[config.mk]
export PLATFORM = sky130hd
export DESIGN_NAME = radix_digit_converter
export DESIGN_NICKNAME = d
export VERILOG_FILES = /design/src/rdc_pkg.sv /design/src/rdc_divider.sv /design/src/radix_digit_converter.sv
export SDC_FILE = /design/constraint.sdc
export NUM_CORES = 1
export LEC_CHECK = 0
export BUFFER_PORTS_ARGS = -buffer_cell sky130_fd_sc_hd__buf_2
export CORE_MARGIN = 2
export CORE_UTILIZATION = 52
export CTS_CLUSTER_SIZE = 8
export DETAILED_ROUTE_END_ITERATION = 12
export PLACE_DENSITY = 0.81
export SKIP_LAST_GASP = 1
export SLEW_MARGIN = 20
export SYNTH_ARGS = -nofsm -noshare
export SYNTH_HDL_FRONTEND = slang
export SYNTH_HIERARCHICAL = 1
export SYNTH_SLANG_ARGS = --single-unit
[constraint.sdc]
create_clock -name clk_i -period 19.4 [get_ports clk_i]
set_clock_uncertainty 0.15 [all_clocks]
set_input_delay 0.97 -clock clk_i [delete_from_list [all_inputs] [get_ports clk_i]]
set_output_delay 0.97 -clock clk_i [all_outputs]
set_load 0.005 [all_outputs]
[src/rdc_pkg.sv]
// ----------------------------------------------------------------------------
// rdc_pkg
// shared types, constants and helpers of the radix digit converter
// ----------------------------------------------------------------------------
package rdc_pkg;

  localparam int unsigned VALUE_BITS = 32;
  localparam int unsigned RADIX_BITS = 6;
  localparam int unsigned DIGIT_BITS = 6;
  localparam int unsigned CHAR_BITS  = 7;

  // quotient bits resolved per divider cycle
  localparam int unsigned DIV_STEPS = 4;

  localparam logic [RADIX_BITS-1:0] RADIX_RESET = 6'd10;
  localparam logic [RADIX_BITS-1:0] RADIX_MIN   = 6'd2;
  localparam logic [RADIX_BITS-1:0] RADIX_MAX   = 6'd36;

  localparam logic [DIGIT_BITS-1:0] DIGIT_NINE = 6'd9;
  localparam logic [CHAR_BITS-1:0]  CHAR_ZERO  = 7'd48;
  localparam logic [CHAR_BITS-1:0]  CHAR_A     = 7'd65;
  localparam logic [CHAR_BITS-1:0]  ALPHA_BASE = 7'd10;

  typedef enum logic [3:0] {
    S_IDLE = 4'b0001,
    S_NEXT = 4'b0010,
    S_DIV  = 4'b0100,
    S_EMIT = 4'b1000
  } state_e;

  function automatic logic [CHAR_BITS-1:0] digit_to_ascii(input logic [DIGIT_BITS-1:0] d);
    logic [CHAR_BITS-1:0] ext;
    ext = {1'b0, d};
    if (d <= DIGIT_NINE) begin
      return CHAR_ZERO + ext;
    end
    return CHAR_A + ext - ALPHA_BASE;
  endfunction

  function automatic logic [RADIX_BITS-1:0] clamp_radix(input logic [RADIX_BITS-1:0] r);
    if (r < RADIX_MIN) begin
      return RADIX_MIN;
    end
    if (r > RADIX_MAX) begin
      return RADIX_MAX;
    end
    return r;
  endfunction

endpackage

[src/rdc_divider.sv]
// ----------------------------------------------------------------------------
// rdc_divider
// iterative restoring divider, a few quotient bits per cycle, narrow divisor
// ----------------------------------------------------------------------------
module rdc_divider #(
  parameter int unsigned VALUE_WIDTH = 32
) (
  input  logic                              clk_i,
  input  logic                              rst_ni,
  input  logic                              start_i,
  input  logic [VALUE_WIDTH-1:0]            dividend_i,
  input  logic [rdc_pkg::RADIX_BITS-1:0]    divisor_i,
  output logic                              done_o,
  output logic [VALUE_WIDTH-1:0]            quotient_o,
  output logic [rdc_pkg::DIGIT_BITS-1:0]    remainder_o
);

  localparam int unsigned STEPS  = rdc_pkg::DIV_STEPS;
  localparam int unsigned CYCLES = (VALUE_WIDTH + STEPS - 1) / STEPS;
  localparam int unsigned PAD_W  = CYCLES * STEPS;
  localparam int unsigned CW     = $clog2(CYCLES + 1);
  localparam int unsigned RB     = rdc_pkg::DIGIT_BITS;

  logic                        busy_q, busy_d;
  logic                        done_q, done_d;
  logic [CW-1:0]               cnt_q, cnt_d;
  logic [PAD_W-1:0]            work_q, work_d;
  logic [RB-1:0]               rem_q, rem_d;
  logic [rdc_pkg::RADIX_BITS-1:0] div_q, div_d;

  logic [PAD_W-1:0]            work_s;
  logic [RB-1:0]               rem_s;
  logic [RB:0]                 trial;

  always_comb begin
    work_s = work_q;
    rem_s  = rem_q;
    trial  = '0;
    for (int unsigned i = 0; i < STEPS; i++) begin
      trial = {rem_s, work_s[PAD_W-1]};
      if (trial >= {1'b0, div_q}) begin
        trial  = trial - {1'b0, div_q};
        work_s = {work_s[PAD_W-2:0], 1'b1};
      end else begin
        work_s = {work_s[PAD_W-2:0], 1'b0};
      end
      rem_s = trial[RB-1:0];
    end
  end

  always_comb begin
    busy_d = busy_q;
    done_d = 1'b0;
    cnt_d  = cnt_q;
    work_d = work_q;
    rem_d  = rem_q;
    div_d  = div_q;
    if (start_i) begin
      busy_d = 1'b1;
      cnt_d  = CW'(CYCLES);
      work_d = PAD_W'(dividend_i);
      rem_d  = '0;
      div_d  = divisor_i;
    end else if (busy_q) begin
      work_d = work_s;
      rem_d  = rem_s;
      cnt_d  = cnt_q - CW'(1);
      if (cnt_q == CW'(1)) begin
        busy_d = 1'b0;
        done_d = 1'b1;
      end
    end
  end

  always_ff @(posedge clk_i or negedge rst_ni) begin
    if (!rst_ni) begin
      busy_q <= 1'b0;
      done_q <= 1'b0;
      cnt_q  <= '0;
    end else begin
      busy_q <= busy_d;
      done_q <= done_d;
      cnt_q  <= cnt_d;
    end
  end

  always_ff @(posedge clk_i) begin
    work_q <= work_d;
    rem_q  <= rem_d;
    div_q  <= div_d;
  end

  assign done_o      = done_q;
  assign quotient_o  = work_q[VALUE_WIDTH-1:0];
  assign remainder_o = rem_q;

endmodule

[src/radix_digit_converter.sv]
// ----------------------------------------------------------------------------
// radix_digit_converter
// converts one unsigned value into ascii digits in a configured base
// ----------------------------------------------------------------------------
// Each accepted value is split into digits by repeated division by the base
// (2 to 36; lower register values act as 2, higher as 36). The divider
// resolves four quotient bits per cycle; digits go into a digit memory least
// significant first. Emission then reads that memory in reverse at one digit
// per cycle while the output does not stall, most significant digit first,
// with last set on the final digit; a zero value gives a single '0'. The next
// value is taken once the last digit has left the memory read stage, while
// that digit may still wait in the output register.
// ----------------------------------------------------------------------------
module radix_digit_converter #(
  parameter int unsigned VALUE_WIDTH = 32,
  parameter int unsigned MAX_DIGITS  = 32
) (
  input  logic                                clk_i,
  input  logic                                rst_ni,
  input  logic                                cfg_valid_i,
  output logic                                cfg_ready_o,
  input  logic [rdc_pkg::RADIX_BITS-1:0]      cfg_radix_i,
  input  logic                                in_valid_i,
  output logic                                in_stall_o,
  input  logic [rdc_pkg::VALUE_BITS-1:0]      value_i,
  output logic                                out_valid_o,
  input  logic                                out_stall_i,
  output logic [rdc_pkg::CHAR_BITS-1:0]       digit_char_o,
  output logic                                last_o
);

  localparam int unsigned IN_W = rdc_pkg::VALUE_BITS;
  localparam int unsigned AW   = $clog2(MAX_DIGITS);
  localparam int unsigned CNTW = $clog2(MAX_DIGITS + 1);
  localparam int unsigned DB   = rdc_pkg::DIGIT_BITS;

  rdc_pkg::state_e state_q, state_d;

  logic [rdc_pkg::RADIX_BITS-1:0] radix_q, radix_d;
  logic [VALUE_WIDTH-1:0]         quot_q, quot_d;
  logic [CNTW-1:0]                cnt_q, cnt_d;
  logic [CNTW-1:0]                left_q, left_d;
  logic [AW-1:0]                  rd_idx_q, rd_idx_d;
  logic                           a_valid_q, a_valid_d;
  logic                           a_last_q, a_last_d;
  logic                           out_valid_q, out_valid_d;
  logic [rdc_pkg::CHAR_BITS-1:0]  out_char_q, out_char_d;
  logic                           out_last_q, out_last_d;

  logic [VALUE_WIDTH-1:0]         value_ext;
  logic                           in_accept;
  logic                           out_load;
  logic                           a_move;
  logic                           mem_we;
  logic [AW-1:0]                  mem_waddr;
  logic [DB-1:0]                  mem_wdata;
  logic                           mem_re;
  logic [DB-1:0]                  rd_data_q;
  logic [DB-1:0]                  mem_q [MAX_DIGITS];

  logic                           div_start;
  logic                           div_done;
  logic [VALUE_WIDTH-1:0]         div_quot;
  logic [DB-1:0]                  div_rem;

  if (VALUE_WIDTH > IN_W) begin : g_ext
    assign value_ext = {{(VALUE_WIDTH - IN_W){1'b0}}, value_i};
  end else begin : g_trunc
    assign value_ext = value_i[VALUE_WIDTH-1:0];
  end

  assign cfg_ready_o = 1'b1;
  assign in_stall_o  = (state_q != rdc_pkg::S_IDLE);
  assign in_accept   = in_valid_i && !in_stall_o;

  rdc_divider #(
    .VALUE_WIDTH (VALUE_WIDTH)
  ) u_divider (
    .clk_i       (clk_i),
    .rst_ni      (rst_ni),
    .start_i     (div_start),
    .dividend_i  (quot_q),
    .divisor_i   (rdc_pkg::clamp_radix(radix_q)),
    .done_o      (div_done),
    .quotient_o  (div_quot),
    .remainder_o (div_rem)
  );

  assign out_load = a_valid_q && (!out_valid_q || !out_stall_i);
  assign a_move   = out_load;

  always_comb begin
    state_d     = state_q;
    radix_d     = radix_q;
    quot_d      = quot_q;
    cnt_d       = cnt_q;
    left_d      = left_q;
    rd_idx_d    = rd_idx_q;
    a_valid_d   = a_valid_q;
    a_last_d    = a_last_q;
    out_valid_d = out_valid_q;
    out_char_d  = out_char_q;
    out_last_d  = out_last_q;
    mem_we      = 1'b0;
    mem_waddr   = cnt_q[AW-1:0];
    mem_wdata   = div_rem;
    mem_re      = 1'b0;
    div_start   = 1'b0;

    if (cfg_valid_i) begin
      radix_d = cfg_radix_i;
    end

    // output register
    if (out_load) begin
      out_valid_d = 1'b1;
      out_char_d  = rdc_pkg::digit_to_ascii(rd_data_q);
      out_last_d  = a_last_q;
    end else if (out_valid_q && !out_stall_i) begin
      out_valid_d = 1'b0;
    end

    // memory read stage
    if (a_move) begin
      a_valid_d = 1'b0;
    end
    if ((state_q == rdc_pkg::S_EMIT) && (left_q != '0) && (!a_valid_q || a_move)) begin
      mem_re    = 1'b1;
      a_valid_d = 1'b1;
      a_last_d  = (left_q == CNTW'(1));
      left_d    = left_q - CNTW'(1);
      rd_idx_d  = rd_idx_q - AW'(1);
    end

    unique case (state_q)
      rdc_pkg::S_IDLE: begin
        if (in_accept) begin
          quot_d  = value_ext;
          cnt_d   = '0;
          state_d = rdc_pkg::S_NEXT;
        end
      end
      rdc_pkg::S_NEXT: begin
        priority if ((quot_q == '0) && (cnt_q == '0)) begin
          // zero value: single digit zero
          mem_we    = 1'b1;
          mem_wdata = '0;
          cnt_d     = CNTW'(1);
        end else if ((quot_q == '0) || (cnt_q == CNTW'(MAX_DIGITS))) begin
          left_d   = cnt_q;
          rd_idx_d = AW'(cnt_q - CNTW'(1));
          state_d  = rdc_pkg::S_EMIT;
        end else begin
          div_start = 1'b1;
          state_d   = rdc_pkg::S_DIV;
        end
      end
      rdc_pkg::S_DIV: begin
        if (div_done) begin
          mem_we  = 1'b1;
          cnt_d   = cnt_q + CNTW'(1);
          quot_d  = div_quot;
          state_d = rdc_pkg::S_NEXT;
        end
      end
      rdc_pkg::S_EMIT: begin
        if ((left_q == '0) && !a_valid_q) begin
          state_d = rdc_pkg::S_IDLE;
        end
      end
      default: begin
        state_d = rdc_pkg::S_IDLE;
      end
    endcase
  end

  always_ff @(posedge clk_i or negedge rst_ni) begin
    if (!rst_ni) begin
      state_q     <= rdc_pkg::S_IDLE;
      radix_q     <= rdc_pkg::RADIX_RESET;
      cnt_q       <= '0;
      left_q      <= '0;
      a_valid_q   <= 1'b0;
      out_valid_q <= 1'b0;
    end else begin
      state_q     <= state_d;
      radix_q     <= radix_d;
      cnt_q       <= cnt_d;
      left_q      <= left_d;
      a_valid_q   <= a_valid_d;
      out_valid_q <= out_valid_d;
    end
  end

  always_ff @(posedge clk_i) begin
    quot_q     <= quot_d;
    rd_idx_q   <= rd_idx_d;
    a_last_q   <= a_last_d;
    out_char_q <= out_char_d;
    out_last_q <= out_last_d;
  end

  // digit memory
  always_ff @(posedge clk_i) begin
    if (mem_we) begin
      mem_q[mem_waddr] <= mem_wdata;
    end
    if (mem_re) begin
      rd_data_q <= mem_q[rd_idx_q];
    end
  end

  assign out_valid_o  = out_valid_q;
  assign digit_char_o = out_char_q;
  assign last_o       = out_last_q;

endmodule

==> results.py <==
metrics = {
    "status": {
        "status": "finished clean",
    },
    "die": {
        "height_of_the_chip_um": 172,
        "die-width_um": 172,
        "die_area_um2": 29700,
        "std_cell_rows": 61,
        "core_area_um2": 27900,
        "initial_util_pct": 53.0,
        "io_pins": 54,
    },
    "cts": {
        "clk_root_buffer_cell": "clkbuf_16",
        "cts_tree": "yes",
        "clk_latency_ns": 0.54,
        "clk_transition_reported_paths_ns": 0.05,
        "cts_hold_repair.buffers": 0,
        "tritoncts.num_buffers": 45,
        "cts.path.max_buffers": 3,
        "cts-resized-gates": 0,
        "cts-htree-levels": 2,
        "cts_post_setup_buffers_inserted": 0,
        "clock_sink_count": 318,
    },
    "timing": {
        "tightestPinTransition_ns": 1.05,
        "setup_repair_after_global_routing_missed_its_margin": "no",
        "maxSlewHeadroom_pct": 29.2,
        "final_critical_path_setup_slack_ns": 11.15,
        "slew_violations": 0,
        "final.period_utilization_pct": 42.5,
        "finalCriticalPeriod_ns": 8.25,
        "timing.hold.ws_ns": 0.277,
        "final.setup.tns_ns": 0,
        "final-hold-violation-count": 0,
        "setup_viol": 0,
        "max_freq_mhz": 121,
    },
    "synthesis": {
        "synth_cells": 1047,
        "yosys-top-cells-count": "edfxtp_1, nand2_1, mux2_2",
        "synth_ff_type": "edfxtp_1",
        "synth.avg_cell_area_um2": 14.1,
        "ys_seq_area_share_pct": 63.0,
        "ys_types": 76,
        "synth_top_cell_area_share_pct": 56.4,
        "ys.warnings.count": 6,
        "synth_edf_count": 277,
        "ys_async_sr_fraction_pct": 9.43,
        "syn_area_um2": 14800,
        "synth-seq-cells": 318,
        "synth_nets": 1131,
        "synth_top_cells_by_area": "edfxtp_1, mux4_2, mux2_2",
        "yosysTopAreaCell": "edfxtp_1",
        "yosysMostFrequentCell": "edfxtp_1",
    },
    "detailed_routing": {
        "post_drt_via_cell_ratio": 5.88,
        "wl_per_cell_um": 20.7,
        "vias": 8863,
        "drt_first_iter_violations": 748,
        "ant_nets": 0,
        "drc": 0,
        "routed_wl_um": 31100,
        "drt_pre_antenna_iters": 6,
    },
    "critical_path": {
        "cpMaxStageDelayCell": "o211a_1",
        "worst-endpoint-arrival_ns": 8.47,
        "critPathMaxStageDelay_ns": 0.50,
        "start_kind": "flip-flop",
        "critical_path.n_buffers_inverters": 2,
        "worst_path_most_repeated_cell": "ha_1",
        "worst-r2r-cell-count": 29,
        "critPathMaxFanout": 10,
        "critPathCaptureType": "flip-flop",
        "crit_family": "compound AO/OA/AOI/OAI gates",
        "cp_num_cells": 29,
        "critPathRequiredTime_ns": 19.63,
        "critical_path_class": "reg2reg",
    },
    "power_and_ir_drop": {
        "power.leakage_nw": 6.16,
        "vdd_drop_max_v": 0.000213,
        "total_power_mw": 3.18,
        "powerDensity_nw_per_um2": 191,
    },
    "layout": {
        "post-route-cell-area_um2": 16700,
        "filler_cell_count": 2043,
        "fin_nets": 1195,
        "final_cells": 1507,
        "finalCoreUtilization_pct": 59.8,
        "multi_input_comb_area_um2": 5110,
        "antennaDiodeCount": 0,
        "flow.area_growth_from_synthesis_pct": 12.9,
        "layout-drive-gt1-share_pct": 22.6,
        "final-seq-area_um2": 9300,
    },
    "place": {
        "postPlaceCellArea_um2": 15400,
        "placement.setup.worst_slack_ns": 11.27,
        "dp_hpwl_um": 19600,
        "port_buffers": 52,
        "place.detailed.instances": 1442,
        "routabilityCongestion": 0.876,
    },
    "min_path": {
        "worstHoldPathCells": 0,
        "worst_min_delay_path_class": "reg2reg",
    },
    "grt": {
        "globalRouteMet2Util_pct": 35.6,
        "groute.layer.met1.usage_pct": 28.8,
        "number_of_global_route_vias_before_repair": 8879,
        "grt_first_pass_wirelength_um": 48600,
        "antenna_found_initial": 1,
        "maximum_number_of_pins_on_one_net_before_global_route_repair": 56,
        "grt_busiest_layer": "met2",
        "grt_use_met3_pct": 3.64,
        "globalRoute.totalOverflow": 0,
        "grt_usage_pct": 21.5,
    },
    "flow_run": {
        "maxCapViolCount": 0,
    },
}
[worst reg2reg max path: cells and delay by family, from the launching register on]
kind / cells / cell delay, ns
AO/OA/AOI/OAI: 15 / 4.05
adder cells (fa/ha/maj): 4 / 1.27
buffers and inverters: 2 / 0.28
AND/OR/NAND/NOR: 5 / 0.93
flip-flops: 1 / 0.35
multiplexers: 3 / 1.07
[layer usage]
metal | wire length [um] | part of all wire (%)
met1 | 13100 | 42
met2 | 15200 | 49
met3 | 2030 | 6.5
met4 | 776 | 2.5
met5 | 13 | 0.042
[sequential cells by signal (all words and copies together) (netlist names)]
name and flops:
mem_q 192, quot_q 32, u_divider/quotient_o 32, digit_char_o 7, cnt_q 6, left_q 6
radix_q 6, rd_data_q 6, u_divider/div_q 6, u_divider/remainder_o 6, rd_idx_q 5, state_q 4
u_divider/cnt_q 4, a_last_q 1, a_valid_q 1, last_o 1, out_valid_o 1, u_divider/busy_q 1
u_divider/done_o 1
[cell type report]
type	instances	area share, %
inverter	40	0.902
tap	378	2.84
multi-input combinational	640	30.7
clock inverter	2	0.218
clock buffer	63	7.35
timing repair buffer	66	2.19
sequential	318	55.8
[cells in the final DEF, fill, tap and decap left out, types with 5 or more instances in the layout]
cell type  instances
xnor2_1           19
o21a_1             6
a21oi_1           27
dfrtp_1           27
mux4_2            36
nor3_1             9
nor2b_1           10
nand2_1          135
o21ai_0           28
clkbuf_1          16
nor2_1            63
mux2i_1           27
o221ai_1           7
clkbuf_16         46
edfxtp_1         277
inv_1             39
buf_4             14
nand4_1            5
ha_1              37
xor2_1             9
a211oi_1           6
a21o_1             9
buf_2             52
a22oi_1           12
nor4_1            11
dfxtp_1           10
a221o_1            7
nand3_1            9
mux2_2            69
or2_2              8
nand2b_1          14
[final timing paths]
kind | slack, ns | from | to
min in group asynchronous | 0.36 | rst_ni | state_q[1]
worst min register to register | 0.28 | a_last_q | last_o
worst min-delay path | 0.28 | a_last_q | last_o
worst max register to register | 11.15 | u_divider/div_q[4] | u_divider/remainder_o[3]
max in group asynchronous | 18.24 | rst_ni | u_divider/cnt_q[1]
worst max-delay path | 11.15 | u_divider/div_q[4] | u_divider/remainder_o[3]
[cells by family (layout without fill, tap and decap cells)]
logic type / count (synthesis) / count (layout) / share of synthesized area, %
XOR/XNOR: 28 / 28 / 1.66
AND/OR/NAND/NOR: 299 / 299 / 9.78
multiplexers: 132 / 132 / 12.6
adder cells (fa/ha/maj): 42 / 42 / 3.75
other: 1 / 1 / 0.0254
flip-flops: 318 / 318 / 63.0
buffers and inverters: 89 / 171 / 2.60
AO/OA/AOI/OAI: 138 / 138 / 6.60
[power breakdown]
group,total [mW],switching (mW),internal [mW]
clock network,0.702,0.270,0.432
logic,1.47,0.826,0.646
registers,1.01,0.0726,0.934
(Power assumes the default switching activity.)
